--- config.mk ---
export PLATFORM = sky130hd
export DESIGN_NAME = mfp_cell_mem
export DESIGN_NICKNAME = d
export VERILOG_FILES = /design/src/sv/mfp_pkg.sv /design/src/sv/mfp_cell_mem.sv
export SDC_FILE = /design/constraint.sdc
export NUM_CORES = 2
export LEC_CHECK = 0
export BUFFER_PORTS_ARGS = -buffer_cell sky130_fd_sc_hd__buf_2
export CAP_MARGIN = 25
export CORE_UTILIZATION = 36
export DETAILED_ROUTE_END_ITERATION = 10
export PLACE_DENSITY = 0.57
export SYNTH_ARGS = -nofsm -noshare
export SYNTH_HDL_FRONTEND = slang
export SYNTH_SLANG_ARGS = --single-unit
--- constraint.sdc ---
create_clock -name clk -period 2.2 [get_ports clk]
set_clock_uncertainty 0.15 [all_clocks]
set_input_delay 0.33 -clock clk [delete_from_list [all_inputs] [get_ports clk]]
set_output_delay 0.33 -clock clk [all_outputs]
set_load 0.01 [all_outputs]
--- src/sv/mfp_pkg.sv ---
// Shared types and codes for the maze floodfill step planner.
package mfp_pkg;

	localparam int DIST_W = 8;
	localparam logic [DIST_W-1:0] DIST_MAX = '1;

	localparam logic [1:0] DIR_N = 2'd0;
	localparam logic [1:0] DIR_E = 2'd1;
	localparam logic [1:0] DIR_S = 2'd2;
	localparam logic [1:0] DIR_W = 2'd3;

	typedef enum logic [2:0] {
		MV_FORWARD = 3'd0,
		MV_CW      = 3'd1,
		MV_CCW     = 3'd2,
		MV_AROUND  = 3'd3,
		MV_WAIT    = 3'd4,
		MV_FINISH  = 3'd5
	} mv_t;

	typedef enum logic [2:0] {
		PICK_NONE,
		PICK_LEFT,
		PICK_RIGHT,
		PICK_FRONT,
		PICK_BEHIND
	} pick_t;

	typedef enum logic [4:0] {
		ST_IDLE,
		ST_CHECK,
		ST_CUR_RD,
		ST_CUR_WB,
		ST_EAST_RD,
		ST_EAST_WB,
		ST_SOUTH_RD,
		ST_SOUTH_WB,
		ST_NB_RD,
		ST_NB_CMP,
		ST_DECIDE,
		ST_FF_START,
		ST_FF_POP,
		ST_FF_CELL_RD,
		ST_FF_CELL,
		ST_FF_NB_RD,
		ST_FF_NB,
		ST_FF_EVAL,
		ST_FF_PUSH,
		ST_DONE
	} state_t;

	// per cell: north wall, west wall, distance
	typedef struct packed {
		logic              wn;
		logic              ww;
		logic [DIST_W-1:0] dval;
	} cell_t;

	typedef struct packed {
		logic clr;
		logic push;
		logic pop;
	} stk_ctrl_t;

endpackage

--- src/sv/mfp_cell_mem.sv ---
// Cell memory: distance and north/west walls per cell, valid bits give reset values.
module mfp_cell_mem import mfp_pkg::*; #(
	parameter int MAZE_SIDE = 16,
	localparam int CB = $clog2(MAZE_SIDE),
	localparam int AW = 2 * CB
) (
	input  logic          clk,
	input  logic          arst_n,
	input  logic [AW-1:0] rd_addr,
	output cell_t         rd_data,
	input  logic          wr_en,
	input  logic [AW-1:0] wr_addr,
	input  cell_t         wr_data
);

	localparam int DEPTH = 2 ** AW;
	localparam int HALF = MAZE_SIDE / 2;
	localparam int ODD = MAZE_SIDE % 2;

	cell_t             mem [DEPTH];
	logic [DEPTH-1:0]  valid_q;
	cell_t             rd_data_s1;
	logic [AW-1:0]     rd_addr_s1;
	logic              rd_valid_s1;

	function automatic logic [DIST_W-1:0] ctr_off(input logic [CB-1:0] v);
		logic [DIST_W-1:0] w;
		w = DIST_W'(v);
		if (ODD == 0)
			return (w < DIST_W'(HALF)) ? DIST_W'(HALF - 1) - w : w - DIST_W'(HALF);
		return (w < DIST_W'(HALF)) ? DIST_W'(HALF) - w : w - DIST_W'(HALF);
	endfunction

	always_ff @(posedge clk) begin
		if (wr_en)
			mem[wr_addr] <= wr_data;
		rd_data_s1 <= mem[rd_addr];
		rd_addr_s1 <= rd_addr;
	end

	always_ff @(posedge clk or negedge arst_n) begin
		if (!arst_n) begin
			valid_q     <= '0;
			rd_valid_s1 <= 1'b0;
		end else begin
			rd_valid_s1 <= valid_q[rd_addr];
			if (wr_en)
				valid_q[wr_addr] <= 1'b1;
		end
	end

	always_comb begin
		if (rd_valid_s1) begin
			rd_data = rd_data_s1;
		end else begin
			rd_data.wn   = 1'b0;
			rd_data.ww   = 1'b0;
			rd_data.dval = ctr_off(rd_addr_s1[AW-1:CB]) + ctr_off(rd_addr_s1[CB-1:0]);
		end
	end

endmodule

Word-level counts from Yosys, hierarchy flattened
Memories as Yosys holds them, arrays and structs flattened. A register that Yosys moved wholly into a read port is not among the register bits.
Index checks and enable logic that the tools add are counted.
- bits in registers: 265
- RAM bits: 2560
- output and inout bits: 10
- memories kept: 1
- memories (memory ; depth ; bits a word ; rd ports ; clocked after memory_dff ; wr ports ; RTL line ; RTL):
    mem ; 256 ; 10 ; 1 ; 1 ; 1 ; mfp_cell_mem.sv:20 ; cell_t mem [DEPTH];
- $add $sub $neg: 7
- magnitude comparators: 5
- multiplexer cells: 16
- bitwise gates (word level): 1
- reductions and logical operators: 1
- operators with widths (cell ; count):
    $or 256x256->256 ; 1
    $mux 8 ; 8
    $lt 8x9->1 const B ; 2
    $mux 10 ; 1
    $sub 3x4->5 const A ; 2
    $sub 4x4->5 const A ; 2
    $sub 4x4->5 const B ; 2
    $add 8x8->8 ; 1
    $bmux 1 s8 ; 1
    $demux 1 s8 ; 1
    $ge 8x1->1 const B ; 1
    $lt 4x4->1 const B ; 2
    $mux 1 ; 5
    $logic_and 1x1->1 ; 1

Logic depth before layout (Yosys ltp)
- word-level depth: 6
- gate-level depth with buffers: 12

Worst setup path before layout
No wires, ideal clock.
- kind: input -> register
- from: input rd_addr[0]
- to: register, netlist name rd_data_s1[9]
- arrival time: 2.161 ns
- data required time: 1.923 ns
- slack: -0.238 ns
- stages on the path: 9
- path buffers: 4
- cells stage by stage: buf_6 buf_6 buf_6 buf_2 mux4_2 a22oi_1 nand2_1 a211oi_2 nor3_2
- RTL lines (item ; RTL line ; RTL):
    start: declaration ; mfp_cell_mem.sv:9 ; input logic [AW-1:0] rd_addr,

==> metrics.txt <==
status finished, violations left; violated checks setup timing; routed wl met3 21.6 mm; layout overhead on the synthesized area 23.9%; Post-DRT Antenna Nets 0; ys flop type edfxtp_1; vias in the first global route about 59000; I/O Pins 39; share of layout cells above drive strength 1 between 40% and 50%; Placer Congestion 0.851; Slowest-stage cell, CP fa_2; dpl cell area 125000 µm²; setup_tns -4.11 ns; # fillers roughly 26000; DR DRC count 0; I/O Buffers 38; Post-synth EDFFs between 2000 and 3000; Syn Nets about 5300; max_slew headroom between 40% and 50%; Final Hold Fails 0; DRT iter0 DRCs ~5600; Critical Path AT between 2 and 2.5 ns; FMAX about 340 MHz; die area around 310000 µm²; Clk Latency, worst-skew pair roughly 0.87 ns; Pins Over Slew Limit 0; CP required between 1.5 and 2 ns; most common cell after layout, fill and taps aside edfxtp_1; TritonCTS clock tree yes; die width approximately 550 µm; root buffer cell clkbuf_16; #FFs+latches synth between 2000 and 3000; Crit path max-delay family adder cells; max incr delay on CP 0.42 ns; Yosys cell types about 70; CP bufs+invs 1; first-pass GRT wire length between 400 and 500 mm; die height ~550 µm; CORE AREA 303000 µm²; Yosys top cell area share about 70%; Placement Rows approximately 200; Syn. warnings 0; slew of the pin with the lowest slew margin between 0.7 and 0.8 ns; GRT Total Usage between 10% and 20%; Power Density 863 nW/µm²; fin crit share 132%; Crit Path Max Fanout 2; top sig layer met5; largest net degree at the start of global routing between 80 and 90; Hold WC Path Type input pin to asynchronous set/reset pin; worst path cell trace xnor2_2 > ha_2 > fa_2 > mux2_4 > buf_6; CTS max path bufs 4; WS Path Type register to primary output; Mean Syn Cell Area 20.7 µm²; top cell type by total area after synthesis edfxtp_1; Congestion Overflow GR 0; ys async rst share 9.07%; Area contributors post-synth edfxtp_1 (70%), mux4_2 (13%), dfrtp_1 (5.9%); NumNets Final 6405; Critical Path End Type primary output; register area share after synthesis between 70% and 80%; H-tree level count 5; Clock Sink Count between 2000 and 3000; mean routed wirelength per cell between 20 and 30 µm; via count approximately 57000; initial antenna violation count 16; RSZ-0062 raised after global routing true; drt via density 5.41; Initial Utilization 36.2%; Leakage 46.4 nW; Total Wirelength approximately 300 mm; type of origin of the critical path register; Met1 Wirelength 126 mm; stages on the worst setup path 5; cell count after synthesis roughly 5300; Setup violations, final 19; fin area roughly 140000 µm²; Final HPWL DP approximately 200 mm; commonest cells after routing, fill and taps aside edfxtp_1 (2560), buf_4 (697), mux4_2 (615), buf_12 (305), clkbuf_16 (303); Max VDD drop about 0.00068 V; TritonCTS Buffers 298; DR WL met2 between 100 and 150 mm; fin crit period 2.91 ns; register clock-pin slew on the reported worst setup and hold paths around 0.060 ns; reg2reg path depth 7; DRT Pass-1 Iters 8; final worst slack -0.713 ns; Mapped Area approximately 110000 µm²; MaxCap Viol Count 0
layout make-up:
| cell class | count | area [µm²] | share of cell area (%) |
|---|---|---|---|
| repair buffers | 1070 | 12100 | 8.91 |
| clock buffers | 403 | 8190 | 6.01 |
| flip-flops and latches | 2835 | 83700 | 61.5 |
| inverters | 6 | 23.8 | 0.0175 |
| well taps | 3978 | 4980 | 3.66 |
| multi-input cells | 2161 | 25600 | 18.8 |
| clock inverters | 134 | 1530 | 1.12 |
| diodes | 5 | 12.5 | 0.00919 |
flip-flops by register name, summed over array words and instances, names as in the netlist:
| name | cells |
|---|---|
| mem | 2560 |
| rd_addr_s1 | 8 |
| rd_data_s1 | 10 |
| rd_valid_s1 | 1 |
| valid_q | 256 |
synthesized netlist by cell type, types with 24 or more instances:
library cell / number
a21oi_1: 91
a22o_1: 27
a22oi_1: 143
buf_12: 24
buf_2: 79
buf_4: 27
buf_6: 29
clkbuf_1: 128
dfrtp_1: 257
edfxtp_1: 2560
mux2i_1: 202
mux4_2: 615
nand2_1: 84
nand3_1: 36
nor2_1: 289
o21ai_0: 27
o221ai_1: 61
o22ai_1: 55
or2_2: 260
through the flow:
step | hold slack (ns) | std cells | worst slack [ns] | total power, mW | utilization (%)
2_1_floorplan | -0.116 | 5308 | -0.127 | 64.0 | -
3_3_place_gp | 0.116 | 10000 | -1.81 | 67.9 | 41.3
3_5_place_dp | 0.121 | 10000 | -1.45 | 68.0 | 41.3
4_1_cts | 0.0384 | 10600 | -0.766 | 118 | 44.8
5_1_grt | 0.0657 | 10600 | -0.794 | 121 | 44.9
6_report | 0.0523 | 10600 | -0.713 | 118 | 44.9
worst paths after layout:
kind	slack, ns	from	endpoint
max	-0.71	rd_addr_s1[7]	rd_data[1]
min in group clk	0.11	wr_addr[0]	mem[203][1]
min reg2reg	0.31	valid_q[210]	valid_q[210]
max in group asynchronous	1.32	arst_n	valid_q[29]
max reg2reg	-0.24	mem[204][2]	rd_data_s1[2]
min	0.05	arst_n	valid_q[60]
power by group:
group	switching [mW]	internal, mW
Combinational	4.40	3.35
Clock	20.8	29.4
Sequential	0.262	59.2
worst reg2reg max path: cells and delay by family, from the launching register on:
family / cells / cell delay (ns)
AOI/OAI and AO/OA: 3 / 0.87
muxes: 2 / 0.75
DFF: 1 / 0.37
buffers and inverters: 1 / 0.14
and+or+nand+nor: 1 / 0.04
cell families (layout without fill, tap and decap cells):
| group | count (synthesis) | after routing | synth area share [%] |
|---|---|---|---|
| compound gates | 553 | 553 | 3.71 |
| xor+xnor | 7 | 7 | 0.0558 |
| fa+ha+maj | 4 | 4 | 0.0524 |
| buf+inv | 312 | 1613 | 1.95 |
| flops | 2835 | 2835 | 76.2 |
| mux | 835 | 835 | 14.6 |
| other cells | 0 | 5 | 0 |
| simple gates | 762 | 762 | 3.45 |
layer usage:
metal	track usage (%)	vias up
li1	-	24000
met1	27.2	30700
met2	31.7	2063
met3	3.30	419
met4	5.35	2
met5	0	-
repair_timing:
| item | CTS | global route |
|---|---|---|
| gates cloned | 1 | 1 |
| hold buffers | 17 | 0 |
| endpoints found under the setup margin | 21 | 21 |
| hold endpoints to repair | 1272 | 0 |
| buffers inserted | 2 | 4 |
| gates resized for setup | 151 | 34 |
| pin swaps | 54 | 28 |
Power figures use the tool's default switching activity.
