<file path="src/sv/mfp_pkg.sv">
// Shared types and codes for the maze floodfill step planner.
package mfp_pkg;

	localparam int DIST_W = 8;
	localparam logic [DIST_W-1:0] DIST_MAX = '1;

	localparam logic [1:0] DIR_N = 2'd0;
	localparam logic [1:0] DIR_E = 2'd1;
	localparam logic [1:0] DIR_S = 2'd2;
	localparam logic [1:0] DIR_W = 2'd3;

	typedef enum logic [2:0] {
		MV_FORWARD = 3'd0,
		MV_CW      = 3'd1,
		MV_CCW     = 3'd2,
		MV_AROUND  = 3'd3,
		MV_WAIT    = 3'd4,
		MV_FINISH  = 3'd5
	} mv_t;

	typedef enum logic [2:0] {
		PICK_NONE,
		PICK_LEFT,
		PICK_RIGHT,
		PICK_FRONT,
		PICK_BEHIND
	} pick_t;

	typedef enum logic [4:0] {
		ST_IDLE,
		ST_CHECK,
		ST_CUR_RD,
		ST_CUR_WB,
		ST_EAST_RD,
		ST_EAST_WB,
		ST_SOUTH_RD,
		ST_SOUTH_WB,
		ST_NB_RD,
		ST_NB_CMP,
		ST_DECIDE,
		ST_FF_START,
		ST_FF_POP,
		ST_FF_CELL_RD,
		ST_FF_CELL,
		ST_FF_NB_RD,
		ST_FF_NB,
		ST_FF_EVAL,
		ST_FF_PUSH,
		ST_DONE
	} state_t;

	// per cell: north wall, west wall, distance
	typedef struct packed {
		logic              wn;
		logic              ww;
		logic [DIST_W-1:0] dval;
	} cell_t;

	typedef struct packed {
		logic clr;
		logic push;
		logic pop;
	} stk_ctrl_t;

endpackage

</file>
<file path="src/sv/mfp_stack_mem.sv">
// Floodfill work stack: memory with pointer, full pushes are dropped.
module mfp_stack_mem import mfp_pkg::*; #(
	parameter int DEPTH = 512,
	parameter int DW = 8,
	localparam int PW = $clog2(DEPTH),
	localparam int SW = $clog2(DEPTH + 1)
) (
	input  logic          clk,
	input  logic          arst_n,
	input  stk_ctrl_t     ctrl,
	input  logic [DW-1:0] push_data,
	output logic [DW-1:0] pop_data,
	output logic          empty,
	output logic          drop
);

	logic [DW-1:0] mem [DEPTH];
	logic [SW-1:0] sp_q;
	logic [SW-1:0] sp_dec;
	logic          full;

	assign full   = sp_q == SW'(DEPTH);
	assign empty  = sp_q == '0;
	assign drop   = ctrl.push && full;
	assign sp_dec = sp_q - 1'b1;

	always_ff @(posedge clk or negedge arst_n) begin
		if (!arst_n) begin
			sp_q <= '0;
		end else if (ctrl.clr) begin
			sp_q <= '0;
		end else if (ctrl.push && !full) begin
			sp_q <= sp_q + 1'b1;
		end else if (ctrl.pop && !empty) begin
			sp_q <= sp_dec;
		end
	end

	always_ff @(posedge clk) begin
		if (ctrl.push && !full)
			mem[sp_q[PW-1:0]] <= push_data;
		if (ctrl.pop)
			pop_data <= mem[sp_dec[PW-1:0]];
	end

endmodule

</file>
<file path="config.mk">
export PLATFORM = sky130hd
export DESIGN_NAME = mfp_stack_mem
export DESIGN_NICKNAME = d
export VERILOG_FILES = /design/src/sv/mfp_pkg.sv /design/src/sv/mfp_stack_mem.sv
export SDC_FILE = /design/constraint.sdc
export NUM_CORES = 2
export LEC_CHECK = 0
export ABC_CLOCK_PERIOD_IN_PS = 6100
export BUFFER_PORTS_ARGS = -buffer_cell sky130_fd_sc_hd__buf_2
export CORE_MARGIN = 2
export CORE_UTILIZATION = 40
export CTS_BUF_LIST = sky130_fd_sc_hd__clkbuf_4 sky130_fd_sc_hd__clkbuf_8 sky130_fd_sc_hd__clkbuf_16
export CTS_CLUSTER_DIAMETER = 80
export DETAILED_ROUTE_END_ITERATION = 8
export PLACE_DENSITY_LB_ADDON = 0.08
export SETUP_SLACK_MARGIN = 0.4
export SLEW_MARGIN = 40
export SYNTH_ARGS = -nofsm -noshare
export SYNTH_HDL_FRONTEND = slang
export SYNTH_SLANG_ARGS = --single-unit
</file>
<file path="constraint.sdc">
create_clock -name clk -period 6.1 [get_ports clk]
set_input_delay 0.915 -clock clk [delete_from_list [all_inputs] [get_ports clk]]
set_output_delay 0.915 -clock clk [all_outputs]
set_load 0.03 [all_outputs]
</file>
Word level (Yosys, flattened, before mapping). Memories as Yosys holds them, arrays and structs flattened. A register that Yosys moved wholly into a read port is not among the register bits. Index checks and enable logic that the tools add are counted.

Add/subtract/negate cells: 2. Equal/unequal tests: 1. Mux-type cells: 5. Reductions and logical operators: 7.

Operators by type and width (count): 2-to-1 mux 10 bit (3); adder 10 x 1 -> 10 bit, second input constant (1); equality test 10 bit, second input constant (1); logical NOT 10 bit (1); subtractor 10 x 1 -> 10 bit, second input constant (1); logical AND 1 bit (3); nonzero test 3 bit (1); logical NOT 1 bit (2); 2-to-1 mux 1 bit (2).

Register bits after elaboration: 10. Memory bits (writable): 4096. Input port bits: 13. Word-level logic and storage cells: 17. Memories kept: 1.

Memories: mem (words 512, width 8, rd ports 1, clocked after memory_dff 1, wr ports 1, RTL line mfp_stack_mem.sv:17) `logic [DW-1:0] mem [DEPTH];`.

Depth between registers and ports, before layout.
Depth in word-level cells: 6. Mapped depth: 20.

Worst setup path before layout. Ideal clock, no wire load.

Kind: register to register. Start point: reg sp_q[0]. End point: reg pop_data[2] (read register of mem), data pin. Arrival time: 4.129 ns. Data required time: 5.827 ns. Setup slack: 1.698 ns. Stages on the path, launching flop included: 20. Clock period less this slack: 4.402 ns. Cell sequence: dfrtp_1 buf_4 buf_4 buf_4 buf_6 buf_4 inv_1 buf_2 ha_1 buf_4 buf_2 buf_1 buf_1 mux4_2 nand2_1 nand2_1 a211oi_1 o21ai_1 a2111oi_0 a32oi_1.

Word-level cells in the longest chain between the ends: 1.

Ends and longest elaborated chain: start, declared (RTL line mfp_stack_mem.sv:18) `logic [SW-1:0] sp_q;`; start signal, assigned (RTL line mfp_stack_mem.sv:33) `sp_q <= sp_q + 1'b1;`; start signal, assigned (RTL line mfp_stack_mem.sv:35) `sp_q <= sp_dec;`; subtractor 10 x 1 -> 10 bit (RTL line mfp_stack_mem.sv:25) `assign sp_dec = sp_q - 1'b1;`; end, declared (RTL line mfp_stack_mem.sv:12) `output logic [DW-1:0] pop_data,`.

Every way passes these cells. A chain may end at the register's enable or synchronous reset.

Worst setup path in the final report.
Start point: reg sp_q[1]. End point: reg pop_data[3] (read register of mem), data pin.

Same word-level chain as after synthesis.

==> impl_metrics.ini <==
[status]
status = finished, final reports clean

[global_route]
overflow = 0
grt_pass1_vias = 79892
grtUsageTotal = 0.2272
grt_pass1_wl_mm = 648.1
grt_max_degree = 176
grt_antenna_before_repair = 26

[route]
wl_per_cell_um = 34.59
drc = 0
via_per_inst = 5.809
wl_mm = 465.2
via_count = 78113
drt_iter0_drc = 8685
first_pass_iters = 6
ant_nets = 0

[yosys]
synth_ff_type = edfxtp_1
synth.distinct_cells = 84
synth_seq_cells = 4114
mappedNetlistArea_um2 = 160600
synth-edff-count = 4104
syn_nets = 7561
synth_warnings = 0
syn_avg_cell_area_um2 = 21.28
synth_cells = 7544
synth-async-reset-ratio = 0.002431
yosysSeqAreaShare = 0.7691

[sta]
finalClockSkew_ns = 0.05705
maxSlewViolCount = 0
setup_slack_ns = 0.4310
fmax_ghz = 0.1764
fin_crit_sh = 0.9293
tightest_slew_ns = 0.9977
finalHoldViolCount = 0
post-route-min-period_ns = 5.669
slew_headroom = 0.3349
setup_viol = 0
hold_ws_ns = 0.2535
grt_setup_unrepaired = no

[floorplanning]
pin_count = 23
row_count = 232
die_w_um = 637.6
die_area_um2 = 406500
start_util = 0.4020
core_um2 = 399400
die_h_um = 637.6

[cells_and_area]
areaGrowthSynthToFinish_pct = 14.53
final_nets = 7819
final_cell_mix = edfxtp_1 (4,104), mux4_2 (1,067), clkbuf_16 (445)
fin_util = 0.4604
drive_above_1_share = 0.3123
nFillCells = 33443
final_common_cell = edfxtp_1

[placed_design]
dpl.hpwl_mm = 280.5
portBuffers = 22
gp_congestion = 0.8361
pre_cts_ws_ns = 0.6013

[flow_run]
drv_cap = 0

[setup_path]
endpoint_kind = register
arrival_ns = 6.35
cp_slowest_cell = nor4_2
path_cells = inv_1 -> ha_4 -> buf_12 -> buf_12 -> mux4_2 -> mux2i_1 -> mux2i_1 -> a32oi_1 -> o2111ai_1 -> nor4_2 -> buf_4 -> a41oi_1
cpPeakStageDelay_ns = 0.81
start_kind = register
cp_max_fo = 71
required_ns = 6.78
path_class = reg2reg

[clocking]
h-tree-depth = 5
numCtsBuffers = 440
clock_insertion_delay_worst_skew_ns = 1.00
cts_root_buf = clkbuf_16
clkSinkCount = 4114
cts_max_path_buffers = 4
path_clk_slew_ns = 0.07
cts_tree = built

[pwr]
finalPower_w = 0.1024
ir_worst_vdd_mv = 0.8040
p_leak_nw = 56.40
power_density_nw_per_um2 = 556.9

[hold_path]
hold_class = in2reg
==> critical path, delay by kind of cell, from the launching register on <==
family	cells	cell delay (ns)
buffers and inverters	4	1.18
AO/OA/AOI/OAI	3	0.95
multiplexers	3	0.86
AND/OR/NAND/NOR	1	0.81
adder cells (fa/ha/maj)	1	0.73
flip-flops	1	0.68
==> through the flow <==
| step | TNS, ns | cells | area (um2) |
|---|---|---|---|
| finish | 0 | 13447 | 183900 |
| global route | 0 | 13441 | 183900 |
| CTS | 0 | 13421 | 183000 |
| detailed placement | 0 | 12611 | 168600 |
| global placement | -0.4407 | 12598 | 167700 |
| floorplan | 0 | 7544 | 160600 |
==> layer usage <==
metal  track usage  vias up  share of wire
met5             0        -       0.000019
met2        0.3616     2742           0.48
li1              -    31926              -
met3       0.03509      573          0.063
met4       0.06533        2          0.028
met1        0.3261    42870           0.43
==> layout make-up <==
class / instances / area, um2 / share of cell area
diodes: 13 / 32.53 / 0.0001769
clock buffers: 554 / 11970 / 0.06507
clock inverters: 255 / 2382 / 0.01295
inverters: 8 / 30.03 / 0.0001633
multi-input cells: 2956 / 36150 / 0.1966
flip-flops and latches: 4114 / 123500 / 0.6715
well taps: 5265 / 6588 / 0.03582
repair buffers: 282 / 3249 / 0.01767
==> sequential cells by signal, indices dropped and copies added (netlist names) <==
register,flops
mem,4096
sp_q,10
pop_data,8
==> repair_timing <==
action,4_1_cts,5_1_grt
buffers inserted,0,0
hold buffers,1,0
hold endpoints to repair,10,0
gates resized for setup,0,0
==> synthesized netlist by cell type, drive strengths merged, types with 16 or more instances <==
cell / count / area (um2)
edfxtp: 4104 / 123200
mux4: 1067 / 24030
nor2: 556 / 2100
nand2: 454 / 1712
buf: 266 / 1655
mux2i: 260 / 2603
clkbuf: 200 / 750.7
nand3: 161 / 810.8
a21oi: 71 / 355.3
a22oi: 50 / 380.4
o22ai: 36 / 225.2
o21ai: 34 / 170.2
a32oi: 30 / 262.8
and3: 20 / 125.1
a31oi: 18 / 112.6
nor3: 17 / 101.4
a211oi: 16 / 132.6
==> cell families (layout without fill, tap and decap cells) <==
group	after synthesis	in the layout	share of synthesized area
flops	4114	4114	0.7691
mux	1335	1335	0.1664
simple gates	1266	1266	0.03299
buf+inv	474	1099	0.01517
compound gates	339	339	0.01523
xor+xnor	12	12	0.0007481
fa+ha+maj	4	4	0.0003117
other cells	0	13	0
==> final timing paths <==
path,depth (start not counted),slack [ns],from,to
max in group asynchronous,2,5.31,arst_n,sp_q[0]$_DFFE_PN0P_
worst max-delay path,12,0.43,sp_q[1]$_DFFE_PN0P_,pop_data[3]$_DFFE_PP_
min in group asynchronous,2,0.54,arst_n,sp_q[6]$_DFFE_PN0P_
worst max register to register,12,0.43,sp_q[1]$_DFFE_PN0P_,pop_data[3]$_DFFE_PP_
worst min register to register,3,0.87,sp_q[9]$_DFFE_PN0P_,sp_q[9]$_DFFE_PN0P_
worst min-delay path,2,0.25,ctrl[2],sp_q[6]$_DFFE_PN0P_
==> report_power, final <==
| part | total [W] | leakage, nW | internal, W | switching (W) |
|---|---|---|---|---|
| Clock | 0.0265 | 7.17 | 0.0154 | 0.0111 |
| Sequential | 0.0316 | 37.0 | 0.0314 | 0.000270 |
| Combinational | 0.0442 | 12.2 | 0.0156 | 0.0287 |
| Total | 0.102 | 56.4 | 0.0623 | 0.0401 |
Power figures use the tool's default switching activity.
